**src/rtl/gbr_pkg.sv**
```systemverilog
`timescale 1ns / 1ps
`default_nettype none

package gbr_pkg;

    // Pin vectors on the ports are a fixed 54 bits; storage spans up to 64 pin slots.
    localparam int PIN_FIELD_W = 54;
    localparam int SLOT_W      = 64;
    localparam int DATA_W      = 32;
    localparam int INDEX_W     = 6;

    // Function select layout: ten 3-bit fields per word, eight word slots in the read mux.
    localparam int MODE_W      = 3;
    localparam int PULL_W      = 2;
    localparam int FSEL_FIELDS = 10;
    localparam int FSEL_W      = FSEL_FIELDS * MODE_W;
    localparam int FSEL_GROUPS = 8;
    localparam int FLAT_W      = FSEL_GROUPS * FSEL_W;

    // Word offsets
    localparam logic [INDEX_W-1:0] W_FSEL_FIRST = 6'd0;
    localparam logic [INDEX_W-1:0] W_FSEL_LAST  = 6'd5;
    localparam logic [INDEX_W-1:0] W_SET_LO     = 6'd7;
    localparam logic [INDEX_W-1:0] W_SET_HI     = 6'd8;
    localparam logic [INDEX_W-1:0] W_CLR_LO     = 6'd10;
    localparam logic [INDEX_W-1:0] W_CLR_HI     = 6'd11;
    localparam logic [INDEX_W-1:0] W_LEV_LO     = 6'd13;
    localparam logic [INDEX_W-1:0] W_LEV_HI     = 6'd14;
    localparam logic [INDEX_W-1:0] W_PULL       = 6'd37;
    localparam logic [INDEX_W-1:0] W_PCLK_LO    = 6'd38;
    localparam logic [INDEX_W-1:0] W_PCLK_HI    = 6'd39;

    // Access kinds
    localparam logic ACT_READ  = 1'b0;
    localparam logic ACT_WRITE = 1'b1;

    // Pin codes
    localparam logic [MODE_W-1:0] MODE_OUTPUT = 3'd1;
    localparam logic [PULL_W-1:0] PULL_DOWN   = 2'd1;
    localparam logic [PULL_W-1:0] PULL_UP     = 2'd2;

    typedef struct packed {
        logic       fsel_wr;
        logic       fsel_rd;
        logic       set_wr;
        logic       clr_wr;
        logic       lev_rd;
        logic       pull_wr;
        logic       pull_rd;
        logic       pclk_wr;
        logic       upper;
        logic [2:0] fsel_idx;
    } gbr_access_t;

endpackage

`default_nettype wire

```
**src/rtl/gbr_if.sv**
```systemverilog
`timescale 1ns / 1ps
`default_nettype none

interface gbr_req_if;
    logic                               valid;
    logic                               ready;
    logic                               action;
    logic [gbr_pkg::INDEX_W-1:0]        word_index;
    logic [gbr_pkg::DATA_W-1:0]         write_data;
    logic [gbr_pkg::PIN_FIELD_W-1:0]    pad_levels;

    modport source (output valid, action, word_index, write_data, pad_levels, input ready);
    modport sink   (input valid, action, word_index, write_data, pad_levels, output ready);
endinterface

interface gbr_rsp_if;
    logic                               valid;
    logic                               ready;
    logic [gbr_pkg::DATA_W-1:0]         read_data;
    logic [gbr_pkg::PIN_FIELD_W-1:0]    drive_levels;
    logic [gbr_pkg::PIN_FIELD_W-1:0]    drive_enables;
    logic [gbr_pkg::PIN_FIELD_W-1:0]    pull_ups;
    logic [gbr_pkg::PIN_FIELD_W-1:0]    pull_downs;

    modport source (output valid, read_data, drive_levels, drive_enables, pull_ups, pull_downs,
                    input ready);
    modport sink   (input valid, read_data, drive_levels, drive_enables, pull_ups, pull_downs,
                    output ready);
endinterface

`default_nettype wire

```
**src/rtl/gbr_decode.sv**
```systemverilog
`timescale 1ns / 1ps
`default_nettype none

module gbr_decode (
    input  logic                         enable,
    input  logic                         action,
    input  logic [gbr_pkg::INDEX_W-1:0]  word_index,
    output gbr_pkg::gbr_access_t         access
);
    import gbr_pkg::*;

    logic wr;
    logic rd;

    assign wr = enable && (action == ACT_WRITE);
    assign rd = (action == ACT_READ);

    always_comb
    begin
        access          = '0;
        access.fsel_idx = word_index[2:0];
        unique case (word_index) inside
            [W_FSEL_FIRST:W_FSEL_LAST]:
            begin
                access.fsel_wr = wr;
                access.fsel_rd = rd;
            end
            W_SET_LO, W_SET_HI:
            begin
                access.set_wr = wr;
                access.upper  = (word_index == W_SET_HI);
            end
            W_CLR_LO, W_CLR_HI:
            begin
                access.clr_wr = wr;
                access.upper  = (word_index == W_CLR_HI);
            end
            W_LEV_LO, W_LEV_HI:
            begin
                access.lev_rd = rd;
                access.upper  = (word_index == W_LEV_HI);
            end
            W_PULL:
            begin
                access.pull_wr = wr;
                access.pull_rd = rd;
            end
            W_PCLK_LO, W_PCLK_HI:
            begin
                access.pclk_wr = wr;
                access.upper   = (word_index == W_PCLK_HI);
            end
            default:
            begin
                // unmapped word: read zero, ignore write
                access.upper = 1'b0;
            end
        endcase
    end

endmodule

`default_nettype wire

```
**src/rtl/gbr_pin_state.sv**
```systemverilog
`timescale 1ns / 1ps
`default_nettype none

module gbr_pin_state #(
    parameter int PIN_COUNT = 54
) (
    input  logic                             clk,
    input  logic                             rst_n,
    input  gbr_pkg::gbr_access_t             access,
    input  logic [gbr_pkg::DATA_W-1:0]       write_data,
    input  logic [gbr_pkg::PIN_FIELD_W-1:0]  pad_levels,
    output logic [gbr_pkg::DATA_W-1:0]       read_data,
    output logic [gbr_pkg::PIN_FIELD_W-1:0]  drive_levels,
    output logic [gbr_pkg::PIN_FIELD_W-1:0]  drive_enables,
    output logic [gbr_pkg::PIN_FIELD_W-1:0]  pull_ups,
    output logic [gbr_pkg::PIN_FIELD_W-1:0]  pull_downs
);
    import gbr_pkg::*;

    logic [MODE_W-1:0]    mode_reg [PIN_COUNT];
    logic [PULL_W-1:0]    pull_reg [PIN_COUNT];
    logic [PIN_COUNT-1:0] latch_reg;
    logic [PIN_COUNT-1:0] latch_next;
    logic [PULL_W-1:0]    pull_ctl_reg;

    logic [SLOT_W-1:0]    spread;
    logic [PIN_COUNT-1:0] sel_pins;
    logic [PIN_COUNT-1:0] en_pins;
    logic [PIN_COUNT-1:0] up_pins;
    logic [PIN_COUNT-1:0] down_pins;
    logic [PIN_COUNT-1:0] pad_pins;
    logic [PIN_COUNT-1:0] lev_pins;
    logic [SLOT_W-1:0]    pad_ext;
    logic [SLOT_W-1:0]    lev_ext;
    logic [SLOT_W-1:0]    latch_ext;
    logic [SLOT_W-1:0]    en_ext;
    logic [SLOT_W-1:0]    up_ext;
    logic [SLOT_W-1:0]    down_ext;
    logic [FLAT_W-1:0]    modes_flat;
    logic [FSEL_W-1:0]    fsel_words [FSEL_GROUPS];

    // place the write word on the addressed half of the pin vector
    assign spread   = access.upper ? {write_data, DATA_W'(0)} : {DATA_W'(0), write_data};
    assign sel_pins = spread[PIN_COUNT-1:0];

    always_comb
    begin
        latch_next = latch_reg;
        if (access.set_wr)
        begin
            latch_next = latch_reg | sel_pins;
        end
        else if (access.clr_wr)
        begin
            latch_next = latch_reg & ~sel_pins;
        end
    end

    always_ff @(posedge clk or negedge rst_n)
    begin
        if (!rst_n)
        begin
            latch_reg    <= '0;
            pull_ctl_reg <= '0;
        end
        else
        begin
            latch_reg <= latch_next;
            if (access.pull_wr)
            begin
                pull_ctl_reg <= write_data[PULL_W-1:0];
            end
        end
    end

    genvar p;
    generate
        for (p = 0; p < PIN_COUNT; p++)
        begin : g_pin
            localparam int GROUP = p / FSEL_FIELDS;
            localparam int SLOT  = p % FSEL_FIELDS;

            always_ff @(posedge clk or negedge rst_n)
            begin
                if (!rst_n)
                begin
                    mode_reg[p] <= '0;
                end
                else if (access.fsel_wr && (access.fsel_idx == 3'(GROUP)))
                begin
                    mode_reg[p] <= write_data[SLOT*MODE_W +: MODE_W];
                end
            end

            // pull clock copies the current pull code into every selected pin
            always_ff @(posedge clk or negedge rst_n)
            begin
                if (!rst_n)
                begin
                    pull_reg[p] <= '0;
                end
                else if (access.pclk_wr && sel_pins[p])
                begin
                    pull_reg[p] <= pull_ctl_reg;
                end
            end

            assign en_pins[p]   = (mode_reg[p] == MODE_OUTPUT);
            assign up_pins[p]   = (pull_reg[p] == PULL_UP);
            assign down_pins[p] = (pull_reg[p] == PULL_DOWN);
            assign modes_flat[p*MODE_W +: MODE_W] = mode_reg[p];
        end
    endgenerate

    assign modes_flat[FLAT_W-1:PIN_COUNT*MODE_W] = '0;

    genvar g;
    generate
        for (g = 0; g < FSEL_GROUPS; g++)
        begin : g_fsel
            assign fsel_words[g] = modes_flat[g*FSEL_W +: FSEL_W];
        end
    endgenerate

    assign pad_ext   = SLOT_W'(pad_levels);
    assign pad_pins  = pad_ext[PIN_COUNT-1:0];
    assign lev_pins  = (latch_reg & en_pins) | (pad_pins & ~en_pins);
    assign lev_ext   = SLOT_W'(lev_pins);
    assign latch_ext = SLOT_W'(latch_reg);
    assign en_ext    = SLOT_W'(en_pins);
    assign up_ext    = SLOT_W'(up_pins);
    assign down_ext  = SLOT_W'(down_pins);

    always_comb
    begin
        read_data = '0;
        if (access.fsel_rd)
        begin
            read_data = DATA_W'(fsel_words[access.fsel_idx]);
        end
        else if (access.lev_rd)
        begin
            read_data = access.upper ? lev_ext[SLOT_W-1:DATA_W] : lev_ext[DATA_W-1:0];
        end
        else if (access.pull_rd)
        begin
            read_data = DATA_W'(pull_ctl_reg);
        end
    end

    assign drive_levels  = latch_ext[PIN_FIELD_W-1:0];
    assign drive_enables = en_ext[PIN_FIELD_W-1:0];
    assign pull_ups      = up_ext[PIN_FIELD_W-1:0];
    assign pull_downs    = down_ext[PIN_FIELD_W-1:0];

endmodule

`default_nettype wire

```
**src/rtl/gpio_bank_registers.sv**
```systemverilog
// Result: each accepted access yields its result item on rsp in the next cycle.
// Throughput: one access per cycle; a new item is taken in the same cycle the
// previous result leaves, so the rate is set only by rsp.ready.
// Reset: rst_n clears all pin modes to input, the output latch, the pull
// control word and every pin pull state, and empties the result register.
`timescale 1ns / 1ps
`default_nettype none

module gpio_bank_registers #(
    parameter int PIN_COUNT = 54
) (
    input  logic       clk,
    input  logic       rst_n,
    gbr_req_if.sink    req,
    gbr_rsp_if.source  rsp
);
    import gbr_pkg::*;

    logic                    accept;
    logic                    in_ready;
    logic                    out_valid_reg;
    logic                    out_valid_next;
    logic [DATA_W-1:0]       read_data_reg;
    logic [DATA_W-1:0]       read_data_comb;
    gbr_access_t             access;

    // Take a new item whenever the result register is empty or draining this
    // cycle; an access with a stalled result waits at the input.
    assign in_ready  = !out_valid_reg || rsp.ready;
    assign req.ready = in_ready;
    assign accept    = req.valid && in_ready;

    // Decode the word offset; write strobes are gated by accept so the pin
    // state only moves on an accepted item.
    gbr_decode u_decode (
        .enable     (accept),
        .action     (req.action),
        .word_index (req.word_index),
        .access     (access)
    );

    // Pin state: modes, latch, pull control and per-pin pulls. Its vector
    // outputs reflect the registered state, which advances only at an accept,
    // the same edge at which the result register loads. So while a result is
    // held, they show the state after that result's access.
    gbr_pin_state #(
        .PIN_COUNT (PIN_COUNT)
    ) u_pin_state (
        .clk           (clk),
        .rst_n         (rst_n),
        .access        (access),
        .write_data    (req.write_data),
        .pad_levels    (req.pad_levels),
        .read_data     (read_data_comb),
        .drive_levels  (rsp.drive_levels),
        .drive_enables (rsp.drive_enables),
        .pull_ups      (rsp.pull_ups),
        .pull_downs    (rsp.pull_downs)
    );

    // Hold the result until it is taken; reload on every accept.
    assign out_valid_next = accept || (out_valid_reg && !rsp.ready);

    always_ff @(posedge clk or negedge rst_n)
    begin
        if (!rst_n)
        begin
            out_valid_reg <= 1'b0;
        end
        else
        begin
            out_valid_reg <= out_valid_next;
        end
    end

    // Read data is zero for writes; decode leaves read selects low then.
    always_ff @(posedge clk)
    begin
        if (accept)
        begin
            read_data_reg <= read_data_comb;
        end
    end

    assign rsp.valid     = out_valid_reg;
    assign rsp.read_data = read_data_reg;

endmodule

`default_nettype wire

```
**src/flat_wrapper.sv**
```systemverilog
// flat-port wrapper written by rule: the top's interface ports become plain ports
module gpio_bank_registers_flat import gbr_pkg::*;
#(
    parameter int PIN_COUNT = 54
)
  (clk, rst_n, req_valid, req_action, req_word_index, req_write_data, req_pad_levels, req_ready, rsp_valid, rsp_read_data, rsp_drive_levels, rsp_drive_enables, rsp_pull_ups, rsp_pull_downs, rsp_ready);
  gbr_req_if req_i ();
  gbr_rsp_if rsp_i ();
  input  logic clk;
  input  logic rst_n;
  input wire logic [$bits(req_i.valid)-1:0] req_valid;
  input wire logic [$bits(req_i.action)-1:0] req_action;
  input wire logic [$bits(req_i.word_index)-1:0] req_word_index;
  input wire logic [$bits(req_i.write_data)-1:0] req_write_data;
  input wire logic [$bits(req_i.pad_levels)-1:0] req_pad_levels;
  output wire logic [$bits(req_i.ready)-1:0] req_ready;
  output wire logic [$bits(rsp_i.valid)-1:0] rsp_valid;
  output wire logic [$bits(rsp_i.read_data)-1:0] rsp_read_data;
  output wire logic [$bits(rsp_i.drive_levels)-1:0] rsp_drive_levels;
  output wire logic [$bits(rsp_i.drive_enables)-1:0] rsp_drive_enables;
  output wire logic [$bits(rsp_i.pull_ups)-1:0] rsp_pull_ups;
  output wire logic [$bits(rsp_i.pull_downs)-1:0] rsp_pull_downs;
  input wire logic [$bits(rsp_i.ready)-1:0] rsp_ready;
  assign req_i.valid = req_valid;
  assign req_i.action = req_action;
  assign req_i.word_index = req_word_index;
  assign req_i.write_data = req_write_data;
  assign req_i.pad_levels = req_pad_levels;
  assign req_ready = req_i.ready;
  assign rsp_valid = rsp_i.valid;
  assign rsp_read_data = rsp_i.read_data;
  assign rsp_drive_levels = rsp_i.drive_levels;
  assign rsp_drive_enables = rsp_i.drive_enables;
  assign rsp_pull_ups = rsp_i.pull_ups;
  assign rsp_pull_downs = rsp_i.pull_downs;
  assign rsp_i.ready = rsp_ready;
  gpio_bank_registers #(.PIN_COUNT(PIN_COUNT)) u_core (.clk(clk), .rst_n(rst_n), .req(req_i), .rsp(rsp_i));
endmodule
```
**config.mk**
```make
export PLATFORM = sky130hd
export DESIGN_NAME = gpio_bank_registers_flat
export DESIGN_NICKNAME = d
export VERILOG_FILES = /design/src/rtl/gbr_pkg.sv /design/src/rtl/gbr_if.sv /design/src/rtl/gbr_decode.sv /design/src/rtl/gbr_pin_state.sv /design/src/rtl/gpio_bank_registers.sv /design/src/flat_wrapper.sv
export SDC_FILE = /design/constraint.sdc
export NUM_CORES = 1
export LEC_CHECK = 0
export BUFFER_PORTS_ARGS = -buffer_cell sky130_fd_sc_hd__buf_4
export CAP_MARGIN = 20
export CORE_MARGIN = 2
export CORE_UTILIZATION = 57
export CTS_BUF_LIST = sky130_fd_sc_hd__clkbuf_4 sky130_fd_sc_hd__clkbuf_8
export DETAILED_ROUTE_END_ITERATION = 10
export PLACE_DENSITY_LB_ADDON = 0.12
export SETUP_SLACK_MARGIN = 0.1
export SLEW_MARGIN = 40
export SYNTH_ARGS = -nofsm -noshare
export SYNTH_HDL_FRONTEND = slang
export SYNTH_HIERARCHICAL = 1
export SYNTH_SLANG_ARGS = --single-unit
```
**constraint.sdc**
```tcl
create_clock -name clk -period 2.5 [get_ports clk]
set_clock_uncertainty 0.1 [all_clocks]
set_input_delay 0.125 -clock clk [delete_from_list [all_inputs] [get_ports clk]]
set_output_delay 0.125 -clock clk [all_outputs]
set_load 0.05 [all_outputs]
```
==> out/results.tsv <==
stage	metric	value	unit
status	status	finished, final reports clean	
power	powerDensity	602	nW/um^2
clock_network	clock-sinks	359	
timing	post-route-period-util	94.3	%
cells_and_area	syn_to_final_growth	34.0	%
timing	rsz0062_at_grt	no	
die	fp.dieW	177	um
synth	synth_edf_count	32	
grt	grt_pass1_wl	80200	um
synth	synth_nets	1399	
die	die-area	31400	sq um
critical_path	critical_path_class	flip-flop to flip-flop	
timing	hold_viol_final	0	
critical_path	critPathRequiredTime	2.76	ns
synth	ys_ff_latch	359	
grt	overflow	0	
timing	worst-slew-pin-transition	0.649	ns
placement	portBuffers	346	
synth	syn_area	17100	sq um
critical_path	cp_max_fo	3	
grt	grt_max_degree	79	
placement	gp_congestion	0.895	
routing	first_pass_iters	5	
die	initial_core_util	57.8	%
timing	period_needed	2.36	ns
synth	synth_flop_cell	dfrtp_1	
routing	drt_iter0_drc	1137	
timing	fmax	424	MHz
grt	grt_pass1_vias	13300	
critical_path	regToRegSetupSlack	0.14	ns
cells_and_area	nFillCells	1858	
placement	place_area	20700	sq um
power	peakVddDrop	0.504	mV
die	core	29600	sq um
clock_network	clock_path_buffers	3	
die	rows	63	
power	leakagePower	0.0112	uW
routing	drcViolationCount	0	
routing	drtAntennaViolNets	0	
synth	synth_warnings	6	
timing	slew_viol_final	0	
synth	synth.distinct_cells	50	
clock_network	htree_levels	2	
cells_and_area	drive_above_1_share	48.0	%
cells_and_area	diodes	0	
cells_and_area	multiInputGateArea	8020	sq um
timing	relSlewSlack	56.6	%
routing	via_per_inst	6.04	
timing	fin_ws	0.142	ns
timing	setup_tns	0	ns
synth	syn_inst	1302	
synth	avgSynthCellArea	13.1	sq um
cells_and_area	seq_area	9150	sq um
critical_path	cp.arrival	2.62	ns
cells_and_area	design_area	22900	sq um
grt	antenna_found_initial	0	
synth	ys_seq_area_share	53.5	%
placement	pre_cts_ws	0.181	ns
grt	grt.total_usage	34.2	%
clock_network	numCtsBuffers	59	
worst_hold_path	hold_class	primary input to flip-flop	
clock_network	cts_tree	yes	
routing	wl_per_cell	24.8	um
clock_network	insertion_delay	0.62	ns
critical_path	cp-end-kind	flip-flop	
critical_path	startpoint_type	flip-flop	
cells_and_area	fin_nets	1829	
clock_network	clkTransAtPathRegs	0.06	ns
routing	vias	13100	
placement	place_hpwl	36600	um
die	ios	347	
job	max_cap_viol_count	0	
clock_network	root_buffer	clkbuf_8	
timing	finalSetupViolCount	0	
routing	drt_wl_total	53900	um
die	die_h	177	um
synth	async_flop_share	91.1	%
through the flow:
step           cells  total power, uW  util (%)  hold slack (ns)
2_1_floorplan   1302             7490         -           -0.271
3_3_place_gp    1970             8270      69.9           0.0345
3_5_place_dp    1970             8290      69.9           0.0361
4_1_cts         2166            13800      77.2           0.0106
5_1_grt         2170            14200      77.5          0.00310
6_report        2170            13800      77.5           0.0207
metal layers:
metal	share of wire, %	track usage (%)	vias to the layer above	wire length [um]
li1	-	-	5637	-
met2	46	51.9	639	24800
met4	3.3	12.3	0	1760
met1	41	47.2	6718	22200
met3	9.5	9.54	105	5110
met5	0	0	-	0
cells in the mapped netlist, drive strengths merged, types with 6 or more instances:
library cell	number	area (sq um)
clkbuf	57	215
mux2	273	3070
nor3b	55	418
buf	46	259
nor2	21	81.3
a2bb2oi	10	87.6
a22o	32	280
nor2b	144	901
mux2i	65	651
o22ai	10	62.6
dfrtp	327	8180
a32o	22	220
nand2b	6	45.0
nand2	68	255
nand3	49	245
a221o	18	180
edfxtp	32	961
o221ai	10	87.6
mux4	30	676
logic make-up after synthesis:
group	after synthesis	synth area share [%]
mux	368	25.7
flops	359	53.5
simple gates	359	12.2
compound gates	110	5.70
buf+inv	104	2.80
xor+xnor	2	0.102
power by group:
part	leakage (uW)	switching (uW)	internal (uW)
clock network	0.000684	2330	3120
logic	0.00573	1190	761
registers	0.00484	264	6120
total	0.0112	3780	10000
final timing paths:
check                           cells past startpoint                                           start                                              to
worst max-delay path                                5  u_core/u_pin_state/fsel_words[149]$_DFFE_PN0P_               u_core/rsp.read_data[7]$_DFFE_PP_
worst min-delay path                                4                              req_pad_levels[49]              u_core/rsp.read_data[17]$_DFFE_PP_
worst max register to register                      5  u_core/u_pin_state/fsel_words[149]$_DFFE_PN0P_               u_core/rsp.read_data[7]$_DFFE_PP_
worst min register to register                      1     u_core/u_pin_state/pull_reg[23]$_DFFE_PN0P_     u_core/u_pin_state/pull_reg[23]$_DFFE_PN0P_
max in group asynchronous                           4                                           rst_n  u_core/u_pin_state/fsel_words[143]$_DFFE_PN0P_
min in group asynchronous                           3                                           rst_n  u_core/u_pin_state/fsel_words[142]$_DFFE_PN0P_
layout make-up:
type / instances / area share [%]
clock inverter: 7 / 0.180
sequential: 359 / 39.9
inverter: 1 / 0.0164
clock buffer: 102 / 5.45
tap: 390 / 2.13
timing repair buffer: 472 / 17.3
multi-input combinational: 839 / 35.0
critical path, stage by stage, from the launching register on:
cell	delay, ns
dfrtp_1	0.43
nor3b_4	0.39
mux2i_1	0.23
a2bb2oi_1	0.23
o221ai_1	0.16
dlygate4sd3_1	0.58
placed cells by master, fill, tap and decap left out, types with 3 or more instances in the layout:
cell type,netlist,final
mux2i_1,65,65
nand3_1,49,47
buf_12,0,14
o221ai_1,10,10
clkbuf_8,0,77
nor2b_1,144,143
edfxtp_1,32,32
nand2b_1,5,4
mux2_2,257,219
o22ai_1,10,10
nor2_1,20,17
nor3b_2,1,50
clkbuf_4,0,25
a221o_1,18,18
buf_4,8,369
nand2_1,68,67
nor3b_4,0,3
dfrtp_1,327,324
mux4_2,30,30
mux2_1,16,14
a22o_1,32,32
a32o_1,22,22
dfrtp_2,0,3
nor2_4,0,3
a2bb2oi_1,10,10
dlygate4sd3_1,0,87
mux2_4,0,40
timing repair:
action                     in CTS  in global routing
resized for setup               0                  4
buffers inserted                0                  3
setup endpoints to repair       0                  1
hold buffers                   87                  0
hold endpoints to repair      626                  0
(Power assumes the default switching activity.)
